## src/hw/rtl/tttr_dec_pkg.sv

```systemverilog
// ----------------------------------------------------------------------------
// TTTR record decoder package
// Record layouts, event kinds, wrap periods and port widths shared by the
// photon record decoder.
// ----------------------------------------------------------------------------
package tttr_dec_pkg;

  localparam int unsigned RECORD_W    = 32;
  localparam int unsigned KIND_W      = 3;
  localparam int unsigned OUT_TICK_W  = 64;
  localparam int unsigned CODE_W      = 12;
  localparam int unsigned OUT_TDATA_W = 80;
  localparam int unsigned MODE_W      = 3;
  localparam int unsigned CHAN_W      = 7;
  localparam int unsigned CFG_INDEX_W = 8;
  localparam int unsigned CFG_DATA_W  = 8;

  typedef enum logic [KIND_W-1:0] {
    KIND_SELECTED = 3'd0,
    KIND_OTHER    = 3'd1,
    KIND_MARKER   = 3'd2,
    KIND_OVERFLOW = 3'd3,
    KIND_IGNORED  = 3'd4
  } event_kind_t;

  typedef enum logic [MODE_W-1:0] {
    MODE_SINGLE_T2   = 3'd0,
    MODE_SINGLE_T3   = 3'd1,
    MODE_MULTI_T2_V1 = 3'd2,
    MODE_MULTI_T3_V1 = 3'd3,
    MODE_MULTI_T2_V2 = 3'd4,
    MODE_MULTI_T3_V2 = 3'd5,
    MODE_UNUSED_6    = 3'd6,
    MODE_UNUSED_7    = 3'd7
  } decoder_mode_t;

  localparam logic [CFG_INDEX_W-1:0] REG_DECODER_MODE     = 8'd0;
  localparam logic [CFG_INDEX_W-1:0] REG_DETECTOR_CHANNEL = 8'd1;

  localparam logic [CHAN_W-1:0] DETECTOR_CHANNEL_RESET = 7'd1;

  localparam logic [63:0] WRAP_SINGLE_T2   = 64'd210698240;
  localparam logic [63:0] WRAP_SINGLE_T3   = 64'd65536;
  localparam logic [63:0] WRAP_MULTI_T2_V1 = 64'd33552000;
  localparam logic [63:0] WRAP_MULTI_T2_V2 = 64'd33554432;
  localparam logic [63:0] WRAP_MULTI_T3    = 64'd1024;

  localparam logic [3:0] SINGLE_SPECIAL_CH = 4'hf;
  localparam logic [5:0] MULTI_OVERFLOW_CH = 6'h3f;
  localparam logic [5:0] MULTI_MARKER_MAX  = 6'd15;

endpackage

```

## src/hw/rtl/tttr_photon_record_decoder.sv

```systemverilog
// ----------------------------------------------------------------------------
// TTTR photon record decoder
// Decodes 32-bit time-tagged records in six layouts, tracks the overflow
// accumulator and reports event kind, absolute tick and channel or marker.
// ----------------------------------------------------------------------------
//  Channel  Direction  Content
//  in_      slave      one raw record per request
//  out_     master     event kind, absolute tick, event code
//  cfg_     slave      register index and write data
//
// One record per cycle sustained while the output is not stalled; a record
// is registered in the input register, then in the result register. The
// single accumulator add lies between the two registers.
// Reset clears the accumulator, selects mode 0 and detector channel 1.
// A stalled output holds its result; the input register keeps taking records
// until both registers are full.
module tttr_photon_record_decoder
  import tttr_dec_pkg::*;
#(
  parameter int unsigned TICK_BITS = 64
) (
  input  logic                   clk,
  input  logic                   rst_n,
  input  logic                   in_tvalid,
  output logic                   in_tready,
  // [31:0] record_word
  input  logic [RECORD_W-1:0]    in_tdata,
  output logic                   out_tvalid,
  input  logic                   out_tready,
  // [2:0] event_kind, [66:3] abs_tick, [78:67] event_code, [79] zero
  output logic [OUT_TDATA_W-1:0] out_tdata,
  input  logic                   cfg_valid,
  output logic                   cfg_ready,
  input  logic [CFG_INDEX_W-1:0] cfg_index,
  input  logic [CFG_DATA_W-1:0]  cfg_data
);

  logic                 s1_valid_r;
  logic [RECORD_W-1:0]  s1_rec_r;
  logic                 out_valid_r;
  event_kind_t          out_kind_r;
  logic [OUT_TICK_W-1:0] out_tick_r;
  logic [CODE_W-1:0]    out_code_r;
  logic [TICK_BITS-1:0] accum_r;
  logic [TICK_BITS-1:0] accum_nxt;
  decoder_mode_t        mode_r;
  logic [CHAN_W-1:0]    det_r;

  logic                 s1_advance;
  logic                 in_fire;
  event_kind_t          kind_nxt;
  logic [CODE_W-1:0]    code_nxt;
  logic [63:0]          addend64;
  logic [TICK_BITS-1:0] tick_sum;
  logic [OUT_TICK_W-1:0] tick_nxt;
  logic                 is_overflow;
  logic                 is_ignored;
  logic [CHAN_W-1:0]    photon_ch;
  logic                 is_photon;

  logic [3:0]  sch;
  logic [5:0]  mch;
  logic        special;
  logic [24:0] mt;
  logic [9:0]  mns;

  assign cfg_ready  = 1'b1;
  assign s1_advance = !out_valid_r || out_tready;
  assign in_tready  = !s1_valid_r || s1_advance;
  assign in_fire    = in_tvalid && in_tready;

  assign sch     = s1_rec_r[31:28];
  assign mch     = s1_rec_r[30:25];
  assign special = s1_rec_r[31];
  assign mt      = s1_rec_r[24:0];
  assign mns     = s1_rec_r[9:0];

  always_comb begin
    addend64    = 64'd0;
    code_nxt    = '0;
    is_overflow = 1'b0;
    is_ignored  = 1'b0;
    is_photon   = 1'b0;
    photon_ch   = '0;
    kind_nxt    = KIND_MARKER;
    case (mode_r)
      MODE_SINGLE_T2: begin
        if (sch != SINGLE_SPECIAL_CH) begin
          is_photon = 1'b1;
          photon_ch = {3'd0, sch};
          addend64  = {36'd0, s1_rec_r[27:0]};
        end else if (s1_rec_r[3:0] == 4'd0) begin
          is_overflow = 1'b1;
          addend64    = WRAP_SINGLE_T2;
        end else begin
          code_nxt = {8'd0, s1_rec_r[3:0]};
          addend64 = {36'd0, s1_rec_r[27:4], 4'd0};
        end
      end
      MODE_SINGLE_T3: begin
        addend64 = {48'd0, s1_rec_r[15:0]};
        if (sch != SINGLE_SPECIAL_CH) begin
          is_photon = 1'b1;
          photon_ch = {3'd0, sch};
        end else if (s1_rec_r[27:16] == 12'd0) begin
          is_overflow = 1'b1;
          addend64    = WRAP_SINGLE_T3;
        end else begin
          code_nxt = s1_rec_r[27:16];
        end
      end
      MODE_MULTI_T2_V1, MODE_MULTI_T2_V2: begin
        addend64 = {39'd0, mt};
        if (!special) begin
          is_photon = 1'b1;
          photon_ch = {1'b0, mch} + 7'd1;
        end else if (mch == MULTI_OVERFLOW_CH) begin
          is_overflow = 1'b1;
          if (mode_r == MODE_MULTI_T2_V1) begin
            addend64 = WRAP_MULTI_T2_V1;
          end else if (mt == 25'd0) begin
            addend64 = WRAP_MULTI_T2_V2;
          end else begin
            addend64 = {14'd0, mt, 25'd0};
          end
        end else if (mch != 6'd0 && mch <= MULTI_MARKER_MAX) begin
          code_nxt = {6'd0, mch};
        end else if (mch == 6'd0) begin
          is_photon = 1'b1;
          photon_ch = '0;
        end else begin
          is_ignored = 1'b1;
        end
      end
      MODE_MULTI_T3_V1, MODE_MULTI_T3_V2: begin
        addend64 = {54'd0, mns};
        if (!special) begin
          is_photon = 1'b1;
          photon_ch = {1'b0, mch};
        end else if (mch == MULTI_OVERFLOW_CH) begin
          is_overflow = 1'b1;
          if (mode_r == MODE_MULTI_T3_V1 || mns == 10'd0) begin
            addend64 = WRAP_MULTI_T3;
          end else begin
            addend64 = {44'd0, mns, 10'd0};
          end
        end else if (mch != 6'd0 && mch <= MULTI_MARKER_MAX) begin
          code_nxt = {6'd0, mch};
        end else begin
          is_ignored = 1'b1;
        end
      end
      default: begin
        is_ignored = 1'b1;
      end
    endcase

    tick_sum = accum_r + addend64[TICK_BITS-1:0];
    tick_nxt = OUT_TICK_W'(tick_sum);

    if (is_photon) begin
      code_nxt = {5'd0, photon_ch};
      kind_nxt = (photon_ch == det_r) ? KIND_SELECTED : KIND_OTHER;
    end else if (is_overflow) begin
      kind_nxt = KIND_OVERFLOW;
      code_nxt = '0;
    end else if (is_ignored) begin
      kind_nxt = KIND_IGNORED;
      code_nxt = '0;
      tick_nxt = '0;
    end

    accum_nxt = (s1_valid_r && s1_advance && is_overflow) ? tick_sum : accum_r;
  end

  always_ff @(posedge clk) begin
    if (!rst_n) begin
      s1_valid_r  <= 1'b0;
      out_valid_r <= 1'b0;
      accum_r     <= '0;
      mode_r      <= MODE_SINGLE_T2;
      det_r       <= DETECTOR_CHANNEL_RESET;
    end else begin
      if (cfg_valid && cfg_ready) begin
        if (cfg_index == REG_DECODER_MODE) begin
          mode_r <= decoder_mode_t'(cfg_data[MODE_W-1:0]);
        end else if (cfg_index == REG_DETECTOR_CHANNEL) begin
          det_r <= cfg_data[CHAN_W-1:0];
        end
      end
      if (in_tready) begin
        s1_valid_r <= in_tvalid;
      end
      if (s1_advance) begin
        out_valid_r <= s1_valid_r;
      end
      accum_r <= accum_nxt;
    end
  end

  always_ff @(posedge clk) begin
    if (in_fire) begin
      s1_rec_r <= in_tdata;
    end
    if (s1_advance && s1_valid_r) begin
      out_kind_r <= kind_nxt;
      out_tick_r <= tick_nxt;
      out_code_r <= code_nxt;
    end
  end

  assign out_tvalid = out_valid_r;
  assign out_tdata  = {1'b0, out_code_r, out_tick_r, out_kind_r};

endmodule
```

## config.mk

```make
export PLATFORM = sky130hd
export DESIGN_NAME = tttr_photon_record_decoder
export DESIGN_NICKNAME = d
export VERILOG_FILES = /design/src/hw/rtl/tttr_dec_pkg.sv /design/src/hw/rtl/tttr_photon_record_decoder.sv
export SDC_FILE = /design/constraint.sdc
export NUM_CORES = 1
export LEC_CHECK = 0
export BUFFER_PORTS_ARGS = -buffer_cell sky130_fd_sc_hd__buf_2
export CAP_MARGIN = 20
export CORE_UTILIZATION = 55
export CTS_CLUSTER_DIAMETER = 120
export DETAILED_ROUTE_END_ITERATION = 8
export PLACE_DENSITY = 0.76
export SETUP_SLACK_MARGIN = 0.2
export SYNTH_ARGS = -nofsm -noshare
export SYNTH_HDL_FRONTEND = slang
export SYNTH_SLANG_ARGS = --single-unit
```

## constraint.sdc

```tcl
create_clock -name clk -period 7.2 [get_ports clk]
set_input_delay 1.08 -clock clk [delete_from_list [all_inputs] [get_ports clk]]
set_output_delay 1.08 -clock clk [all_outputs]
set_load 0.02 [all_outputs]
```

==> results of run 1 <==
## logic make-up after synthesis
family / Yosys count / share of synthesized area (%)
AND/OR/NAND/NOR: 526 / 23.0
AO/OA/AOI/OAI: 332 / 19.1
flip-flops: 187 / 42.7
buffers and inverters: 94 / 3.38
XOR/XNOR: 59 / 4.54
adder cells (fa/ha/maj): 53 / 5.90
multiplexers: 16 / 1.42
other: 2 / 0.0660
## state kept, by name, indices dropped and copies added (netlist names)
register,cells
out_kind_r,3
mode_r,3
out_tick_r,64
out_code_r,12
out_tvalid,1
s1_valid_r,1
det_r,7
s1_rec_r,32
accum_r,64
## where the power goes
group / internal, uW / switching [uW]
sequential: 1170 / 23.0
clock: 526 / 453
combinational: 53.9 / 107
## through the flow
step	hold slack, ps	power [uW]	util, %	worst slack, ps
detailed placement	454	1370	60.0	1480
global route	479	2400	63.0	868
finish	464	2330	63.0	1270
global placement	446	1370	60.0	1600
floorplan	441	1310	-	884
CTS	464	2340	63.0	1440
## critical path, delay by kind of cell, from the launching register on
family,cells,cell delay [ps]
AOI/OAI and AO/OA,13,3600
DFF,1,520
adders and majority gates,1,310
and+or+nand+nor,5,1240
## worst max path at each step
stage	slack, ps	from	end
2_1_floorplan	880	out_tready	accum_r[33]
3_3_place_gp	1600	s1_rec_r[28]	out_tick_r[53]
3_5_place_dp	1480	s1_rec_r[28]	out_tick_r[53]
4_1_cts	1440	s1_rec_r[28]	out_tick_r[53]
5_1_grt	870	s1_rec_r[28]	out_tick_r[55]
6_report	1270	s1_rec_r[28]	out_tick_r[53]
## per-layer routing
metal	GRT usage [%]	wire [um]	vias to the layer above
li1	-	-	4817
met1	38.3	13000	4585
met2	42.7	13100	385
met3	4.64	1900	72
met4	10.8	903	0
met5	0	0	-
## final cells by class
cell class                      instances  share of cell area [%]
Clock buffer                           17                    3.33
Clock inverter                         15                    1.43
Inverter                               20                   0.589
Multi-Input combinational cell        988                    48.2
Sequential cell                       187                    38.1
Tap cell                              270                    2.65
Timing Repair Buffer                  142                    5.77
## placed cells by master, fill, tap and decap left out, drive strengths merged, types with 16 or more instances in the layout
master	instances
nor3	20
nor2b	22
xor2	26
buf	142
ha	52
xnor2	33
a21oi	99
dfxtp	76
and2	61
o21ai	82
nand3	48
nand2	117
inv	26
o211ai	16
nor2	147
nand4	27
edfxtp	111
clkbuf	17
a21o	37
and3	17
==> results.md, run 1 <==
* Status: completed
* # diodes at 0
* Fill cells at between 1,500 and 2,000
* Mean post-synth cell area at between 8 and 9 um2
* Clock Pin Slew Worst Setup and Hold Paths at 80 ps
* Syn_nets at 1,375
* First-pass GRT wire length at 46,200 um
* Reg2reg start: s1_rec_r[28]
* Crit path kind: register to register
* Vias in the first global route at between 8,000 and 9,000
* Final min period at 5930 ps
* Hold-fix buffers, CTS at 0
* Hpwl dp at slightly above 20,000 um
* Post-Synthesis Cell Area at 0.0114 mm2
* Final nets at 1,462
* Synth warn at 0
* Area of the multi-input gates at 0.00614 mm2
* Largest net degree at the start of global routing at 72
* Initial antenna violation count at 0
* GR Util All Layers at 27.5%
* Max-cap check violation count at 0
* Depth of the worst hold-timing path at 2
* CTS Sinks at 187
* Post-DP Area at 0.0121 mm2
* Highest net fanout along the worst path at 14
* Clk_skew at about 11 ps
* Critical register-to-register path endpoint: out_tick_r[53]
* Max transition margin at just under 40%
* Longest Clk Path Bufs at 2
* Fmax at around 170 MHz
* Post-synth top area cell: edfxtp_1
* Post-synth EDFFs at 111
* Die area at around 0.021 mm2
* Detailed Routing Iterations Pass 1 at 6
* Post-synth top cells: 146 x nor2_1, 117 x nand2_1, 111 x edfxtp_1
* CTS tree: built
* Via Count at 9,859
* Rows at 52
* Io pins at 136
* H-tree depth at 4
* Worst slew pin tran at 919 ps
* Post CTS Setup Buffer Count at 0
* ANT nets after route at 0
* Die height at 146 um
* Fraction of registers with async set/reset at 0%
* Die width at 146 um
* Initial DRC Count at ~920
* Leak at roughly 0.0052 uW
* Cell Pwr Density at approximately 180 mW/mm2
* RSZ-0062 raised after global routing: false
* Crit-path max cell delay at 590 ps
* FF/Latch Area at between 0.004 and 0.005 mm2
* # port buffers at between 100 and 150
* Vias per cell at 6.02
* Area Growth Syn to Fin at 12.2%
* Dominant cells by area after synthesis: edfxtp_1 29%, dfxtp_1 13%, ha_1 5.7%
* Critical path launch point type: register
* Post-Route WL at 28,900 um
* Worst Path Required at 7400 ps
* Crit-path slowest cell: o21ai_0
* Remaining Overflow, GRT at 0
* Fin. max-slew vios at 0
* Layout cell share with drive strength beyond 1 at around 14%
* Period utilization at 82.3%
* Final std cells w/o fill at around 1,600
* Clock root buffer: clkbuf_16
* Hold Path Class: register to register
* Final count of hold timing violations at 0
* Worst-Skew Late Latency at 450 ps
* CP cell instances: and3_1, and2_1, nand3_1, a21oi_1, o21a_1, nor2_1, a31oi_1, o21ai_0, a221o_1, ha_1, a21oi_1, o21ai_0, a41oi_1, nor2_4, o2111ai_4, a2111oi_4, o21ai_2, a2111oi_0, a211o_1
* Final Setup Violations at 0
* Synth Register Bits at 187
* Hold Crit Endpoint: accum_r[45]
* Min-delay src: accum_r[45]
* Gpl congestion at a little over 0.9
* CP Data Arrival Time at 6130 ps
* Max VDD drop at roughly 0.18 mV
* Crit path capture type: register
* Initial core utilization at 56.2%
* Part of the Yosys area used for sequential elements at 42.7%
* Top-count cell post-synth: nor2_1
* Post-synth top area share at 29.3%
* Core region area at between 0.02 and 0.025 mm2
* Mapped Cells at between 1,000 and 1,500
* Reg2Reg Setup Slack at 1270 ps
* Primary FF master, synth: edfxtp_1
* WL/cell at 17.6 um
* Setup TNS at 0 ps
* DRC viols at 0
* R2R cell count at 19
* CTS resizes at 0
* Yosys cell types at 77
* Design area at between 0.01 and 0.015 mm2
* TritonCTS Buffers at 17
* Post-placement cell count at 1,607
No activity file was read; power rests on OpenSTA's default activity.
==> run 2, diff against run 1 <==
--- a/config.mk
+++ b/config.mk
@@ -5,12 +5,13 @@
 export SDC_FILE = /design/constraint.sdc
 export NUM_CORES = 1
 export LEC_CHECK = 0
+export ABC_AREA = 1
 export BUFFER_PORTS_ARGS = -buffer_cell sky130_fd_sc_hd__buf_2
 export CAP_MARGIN = 20
 export CORE_UTILIZATION = 55
 export CTS_CLUSTER_DIAMETER = 120
 export DETAILED_ROUTE_END_ITERATION = 8
-export PLACE_DENSITY = 0.76
+export PLACE_DENSITY = 0.75
 export SETUP_SLACK_MARGIN = 0.2
 export SYNTH_ARGS = -nofsm -noshare
 export SYNTH_HDL_FRONTEND = slang
==> constraint.sdc (replaced) <==
create_clock -name clk -period 5.9 [get_ports clk]
set_input_delay 0.885 -clock clk [delete_from_list [all_inputs] [get_ports clk]]
set_output_delay 0.885 -clock clk [all_outputs]
set_load 0.02 [all_outputs]
==> run 2 against run 1 <==
  * Via count up 33%
  * Critical path depth up 3
  * Synthesized cell count up 61%
  * Combinational power up 45%
  * Largest cell class unchanged
==> results.md, run 2 <==
* Status: completed
* Fraction of registers with async set/reset at 0%
* Reg power frac at 49.7%
* Post-synth top cells: 673 x nand2_1, 442 x inv_1, 204 x nor2_1
* Area Growth Syn to Fin at 11.3%
* Worst Path Required at 6060 ps
* Highest net fanout along the worst path at 21
* Syn_nets at ~2,200
* Pwr Total at between 2000 and 3000 uW
* Vias per cell at approximately 5.3
* Fin. max-slew vios at 0
* Setup TNS at 0 ps
* WL/cell at 16.5 um
* Yosys cell types at between 40 and 50
* Crit path capture type: register
* # port buffers at 132
* Dominant cells by area after synthesis: edfxtp_1 25%, nand2_1 19%, inv_1 12%
* Final nets at about 2,300
* Most common cell after layout, fill and taps aside: nand2_1
* Cell Pwr Density at 196 mW/mm2
* Hpwl dp at 32,900 um
* Post-synth top area cell: edfxtp_1
* Initial DRC Count at 1,260
* Io pins at roughly 140
* Synth Area in Simple Gates at 34.3%
* Clock Pin Slew Worst Setup and Hold Paths at about 90 ps
* Post-synth top area share at 25.0%
* TritonCTS Buffers at 17
* CP Data Arrival Time at 4640 ps
* Crit path kind: register to register
* Commonest non-fill, non-tap cells in the layout: 673 x nand2_1, 441 x inv_1, 204 x nor2_1, 132 x buf_2, 127 x nand3_1
* Rows at 56
* Die area at 0.0248 mm2
* Gate power share at under 10%
* Top-count cell post-synth: nand2_1
* ANT nets after route at 0
* Clock Power Share at approximately 42%
* R2R cell count at 22
* # diodes at 0
* Mapped Cells at 2,048
* Final count of hold timing violations at 0
* CTS resizes at 0
* Hold-fix buffers, CTS at 0
* Mean post-synth cell area at 6.50 um2
* Part of the Yosys area used for sequential elements at 36.5%
* Critical path launch point type: register
* Gpl congestion at just under 1
* Die width at 158 um
* Leak at around 0.0078 uW
* RSZ-0062 raised after global routing: false
* Worst slew pin tran at 1080 ps
* Hold Path Class: register to register
* Psw at 777 uW
* Depth of the worst hold-timing path at 2
* Layout cell share with drive strength beyond 1 at 9.45%
* Max-cap check violation count at 0
* Worst-Skew Late Latency at between 400 and 500 ps
* Critical Path Most Common Cell: nand2_1
* Post CTS Setup Buffer Count at 0
* Via Count at 13,145
* Largest net degree at the start of global routing at 97
* Die height at 158 um
* Fmax at 223 MHz
* Final Setup Violations at 0
* Post-Synth XOR/XNOR Area at 2.04%
* Detailed Routing Iterations Pass 1 at 8
* Post-Route WL at 41,100 um
* Max VDD drop at 0.141 mV
* Primary FF master, synth: edfxtp_1
* Clk_skew at 17.6 ps
* Initial antenna violation count at 0
* Max transition margin at roughly 28%
* Post-synth EDFFs at 111
* Vias in the first global route at 11,715
* Pint at 2130 uW
* Period utilization at 75.8%
* GR Util All Layers at between 30 and 40%
* Longest Clk Path Bufs at 2
* Final min period at roughly 4500 ps
* Largest family of logic cells by synthesized area: simple AND/OR/NAND/NOR gates
* Compound-Gate Fraction of Synth Area at 7.65%
* CP cell instances: ha_1, nand2_1, inv_1, nand2_1, nor2_2, inv_2, nor2_1, nand2_1, nor3_1, ha_1, nand2_1, inv_1, nand2_1, nand2_1, inv_1, nand2_1, inv_1, nand2_1, a21oi_1, nand2_1, nand2_1, a21oi_1
* Crit-path max cell delay at approximately 560 ps
* Synth warn at 0
* Synth Area in Adders at 5.04%
* Switching fraction of total power at 26.7%
* CTS tree: built
* Core region area at 0.0236 mm2
* Largest registers: accum_r x64, out_tick_r x64, s1_rec_r x32
* H-tree depth at 4
* DRC viols at 0
* Clock root buffer: clkbuf_16
* Initial core utilization at between 50% and 60%
* First-pass GRT wire length at 63,000 um
* Synth Register Bits at 187
* CTS Sinks at 187
* Multiplexer share of the synthesized area at 0%
* Remaining Overflow, GRT at 0
* Crit-path slowest cell: edfxtp_1
* Post-Synthesis Cell Area at 0.0133 mm2
## run 2: cell families after synthesis
group / count (synthesis)
buf+inv: 489
other cells: 2
compound gates: 190
flops: 187
simple gates: 1096
fa+ha+maj: 53
xor+xnor: 31
## run 2: critical path: cells and delay by family (launching register included)
kind	cells	cell delay [ps]
AOI/OAI and AO/OA	2	330
adders and majority gates	2	600
DFF	1	560
buffers and inverters	5	420
and+or+nand+nor	13	2280
## run 2: final timing paths
path                startpoint             end  slack [ps]
hold reg to reg       det_r[4]        det_r[4]         480
setup reg to reg  s1_rec_r[26]  out_tick_r[61]        1430
setup / recovery  s1_rec_r[26]  out_tick_r[61]        1430
hold / removal        det_r[4]        det_r[4]         480
## run 2: power groups by stage
stage | clock network, uW | logic (uW) | registers, uW
after detailed placement | 0 | 229 | 1470
after global routing | 1290 | 253 | 1450
after CTS | 1240 | 230 | 1440
after floorplan | 0 | 115 | 1500
after global placement | 0 | 226 | 1470
final | 1230 | 232 | 1440
## run 2: cell type report
class | count | area (um2)
sequential | 187 | 4850
multi-input combinational | 1372 | 6540
tap | 319 | 399
inverter | 453 | 1700
fill | 2259 | 8800
clock inverter | 13 | 165
clock buffer | 19 | 454
timing repair buffer | 137 | 698
## run 2: routing by layer
metal / GRT usage (%) / wire [um] / up-vias
met5: 0 / 0 / -
met4: 8.65 / 843 / 0
met3: 5.12 / 3680 / 65
met2: 52.2 / 17500 / 552
met1: 50.3 / 19100 / 5982
li1: - / - / 6546
## run 2: through the flow
| stage | util (%) | std cells | hold slack, ps | cell area, um2 | setup slack (ps) |
|---|---|---|---|---|---|
| after global routing | 62.7 | 2500 | 502 | 14800 | 1060 |
| after CTS | 62.7 | 2500 | 481 | 14800 | 1530 |
| after detailed placement | 60.1 | 2468 | 470 | 14200 | 1550 |
| after global placement | 60.1 | 2468 | 462 | 14200 | 1640 |
| after floorplan | - | 2048 | 444 | 13300 | 2450 |
| final | 62.7 | 2500 | 482 | 14800 | 1430 |
==> run 3, diff against run 2 <==
==> constraint.sdc (replaced) <==
create_clock -name clk -period 4.45 [get_ports clk]
set_input_delay 0.6675 -clock clk [delete_from_list [all_inputs] [get_ports clk]]
set_output_delay 0.6675 -clock clk [all_outputs]
set_load 0.02 [all_outputs]
==> run 3 against run 2 <==
  * Count of clock-buffer cells in the layout is the same
  * Via count decreased by 0.96%
  * Critical endpoint is now out_tick_r[22]
  * Global-route usage grew 0.11 points
  * Die area unchanged
  * Critical path depth decreased by 2
  * Worst setup slack worse by 890 ps
  * Clock skew shrank 0.79 ps
  * Final cell count increased by 0.44%
  * Clock power up 34%
  * Non-clock buffer count rose by 11
==> results.md, run 3 (same netlist as run 2, synthesis figures left out) <==
* Clock Pin Slew Worst Setup and Hold Paths at 80 ps
* Final nets at roughly 2,300
* Worst-Skew Late Latency at between 400 and 500 ps
* Psw at between 1000 and 1500 uW
* Max VDD drop at 0.250 mV
* Crit-path max cell delay at 460 ps
* Most common cell after layout, fill and taps aside: nand2_1
* Gpl congestion at about 1.0
* Reg power frac at 49.2%
* Final Setup Violations at 0
* Worst Path Required at ~4600 ps
* Period utilization at 87.9%
* Switching fraction of total power at a little over a quarter
* CTS Sinks at 187
* Core region area at 0.0236 mm2
* TritonCTS Buffers at 17
* RSZ-0062 raised after global routing: false
* Leak at 0.00787 uW
* Commonest non-fill, non-tap cells in the layout: 669 x nand2_1, 440 x inv_1, 204 x nor2_1, 132 x buf_2, 126 x nand3_1
* Min-delay src: in_tdata[28]
* Depth of the worst hold-timing path at 1
* DRC viols at 0
* Pint at around 2800 uW
* Area Growth Syn to Fin at 12.4%
* Hold-fix buffers, CTS at 0
* Final count of hold timing violations at 0
* Crit path kind: register to register
* Max transition margin at 25.4%
* CTS tree: built
* Via Count at roughly 13,000
* Hold Path Class: input port to register
* Hpwl dp at about 33,000 um
* Clock root buffer: clkbuf_16
* Highest net fanout along the worst path at 6
* Fmax at 256 MHz
* Vias in the first global route at 11,724
* Post-Route WL at roughly 41,000 um
* PnR worst setup slack at around 540 ps
* Hold Crit Endpoint: s1_rec_r[28]
* Crit path capture type: register
* Die width at 158 um
* Max-cap check violation count at 0
* Die height at 158 um
* Detailed Routing Iterations Pass 1 at 6
* Worst slew pin tran at 1120 ps
* CP top delay family: simple AND/OR/NAND/NOR gates
* Fin. max-slew vios at 0
* H-tree depth at 4
* Reg2Reg Setup Slack at approximately 540 ps
* WL/cell at 16.4 um
* R2R cell count at 20
* Critical Path Most Common Cell: nand2_1
* Vias per cell at 5.18
* Worst hold slack at 383 ps
* Clk_skew at 16.8 ps
* Die area at around 0.025 mm2
* Design area at 0.0150 mm2
* Reg2reg start: s1_rec_r[25]
* Initial core utilization at 56.4%
* Gate power share at 8.2%
* Largest net degree at the start of global routing at 97
* Initial antenna violation count at 0
* Final min period at 3910 ps
* Setup TNS at 0 ps
* Crit-path slowest cell: xnor2_1
* Place WS at 432 ps
* # port buffers at 132
* Largest registers: accum_r x64, out_tick_r x64, s1_rec_r x32
* Clock Power Share at 42.5%
* ANT nets after route at 0
* GR Util All Layers at between 30% and 40%
* First-pass GRT wire length at 63,200 um
* CP Data Arrival Time at around 4100 ps
* CP cell instances: ha_1, nand2_1, inv_1, nand2_1, nor2_4, inv_2, nor2_1, nand3_1, o211ai_1, ha_1, nand2_1, inv_1, nand2_1, inv_1, nand2_1, nand3_1, nand2_1, nand3_1, xnor2_1, nor2_1
* Layout cell share with drive strength beyond 1 at 10.3%
* Cell Pwr Density at 260 mW/mm2
* Rows at 56
* Remaining Overflow, GRT at 0
* Critical register-to-register path endpoint: out_tick_r[22]
* Initial DRC Count at 1,170
* Critical path launch point type: register
* Post-DP Area at 0.0143 mm2
* # diodes at 0
* Buf/Inv on CP at 4
* Status: completed
* Longest Clk Path Bufs at 2
* Io pins at 136
## run 3: cell types whose count changed in the layout (fill, tap and decap cells not counted), sizes merged
cell | previous run | this run
clkinv | 6 | 7
buf | 137 | 148
inv | 459 | 458
## run 3: how the worst max path moves through the flow
stage / startpoint / to / slack, ps / cells after the start
2_1_floorplan: out_tready / accum_r[50] / 1220 / 11
3_3_place_gp: s1_rec_r[0] / out_tick_r[62] / 470 / 16
6_report: s1_rec_r[25] / out_tick_r[22] / 540 / 20
3_5_place_dp: s1_rec_r[28] / out_tick_r[62] / 430 / 21
4_1_cts: s1_rec_r[28] / out_tick_r[62] / 390 / 21
5_1_grt: s1_rec_r[6] / out_tick_r[62] / 200 / 16
## run 3: cell type report
| type | instances | area [um2] |
|---|---|---|
| Sequential cell | 187 | 4850 |
| Tap cell | 319 | 399 |
| Inverter | 453 | 1700 |
| Multi-Input combinational cell | 1372 | 6570 |
| Fill cell | 2206 | 8660 |
| Clock buffer | 19 | 464 |
| Clock inverter | 13 | 168 |
| Timing Repair Buffer | 148 | 793 |
## run 3: routing by layer
metal | global-route usage (%) | routed length, um | part of all wire [%] | up-vias
met3 | 9.55 | 4030 | 9.7 | 61
met2 | 52.4 | 17700 | 43 | 509
met5 | 0 | 0 | 0 | -
met1 | 47.2 | 18700 | 45 | 5870
met4 | 9.71 | 911 | 2.2 | 0
li1 | - | - | - | 6579
## run 3: timing repair
item,in CTS,in global routing
setup buffers,0,2
endpoints found under the setup margin,0,66
resized for setup,0,11
## run 3: through the flow
step / util (%) / std cells / total power, uW
CTS: 63.1 / 2509 / 3880
global route: 63.3 / 2511 / 3980
finish: 63.3 / 2511 / 3880
detailed placement: 60.4 / 2477 / 2260
global placement: 60.4 / 2477 / 2260
floorplan: - / 2048 / 2140
## run 3: power by group through the flow
stage,logic (uW),clock network (uW),registers [uW]
6_report,319,1650,1910
3_3_place_gp,308,0,1950
2_1_floorplan,153,0,1990
5_1_grt,347,1710,1920
4_1_cts,314,1650,1910
3_5_place_dp,313,0,1950
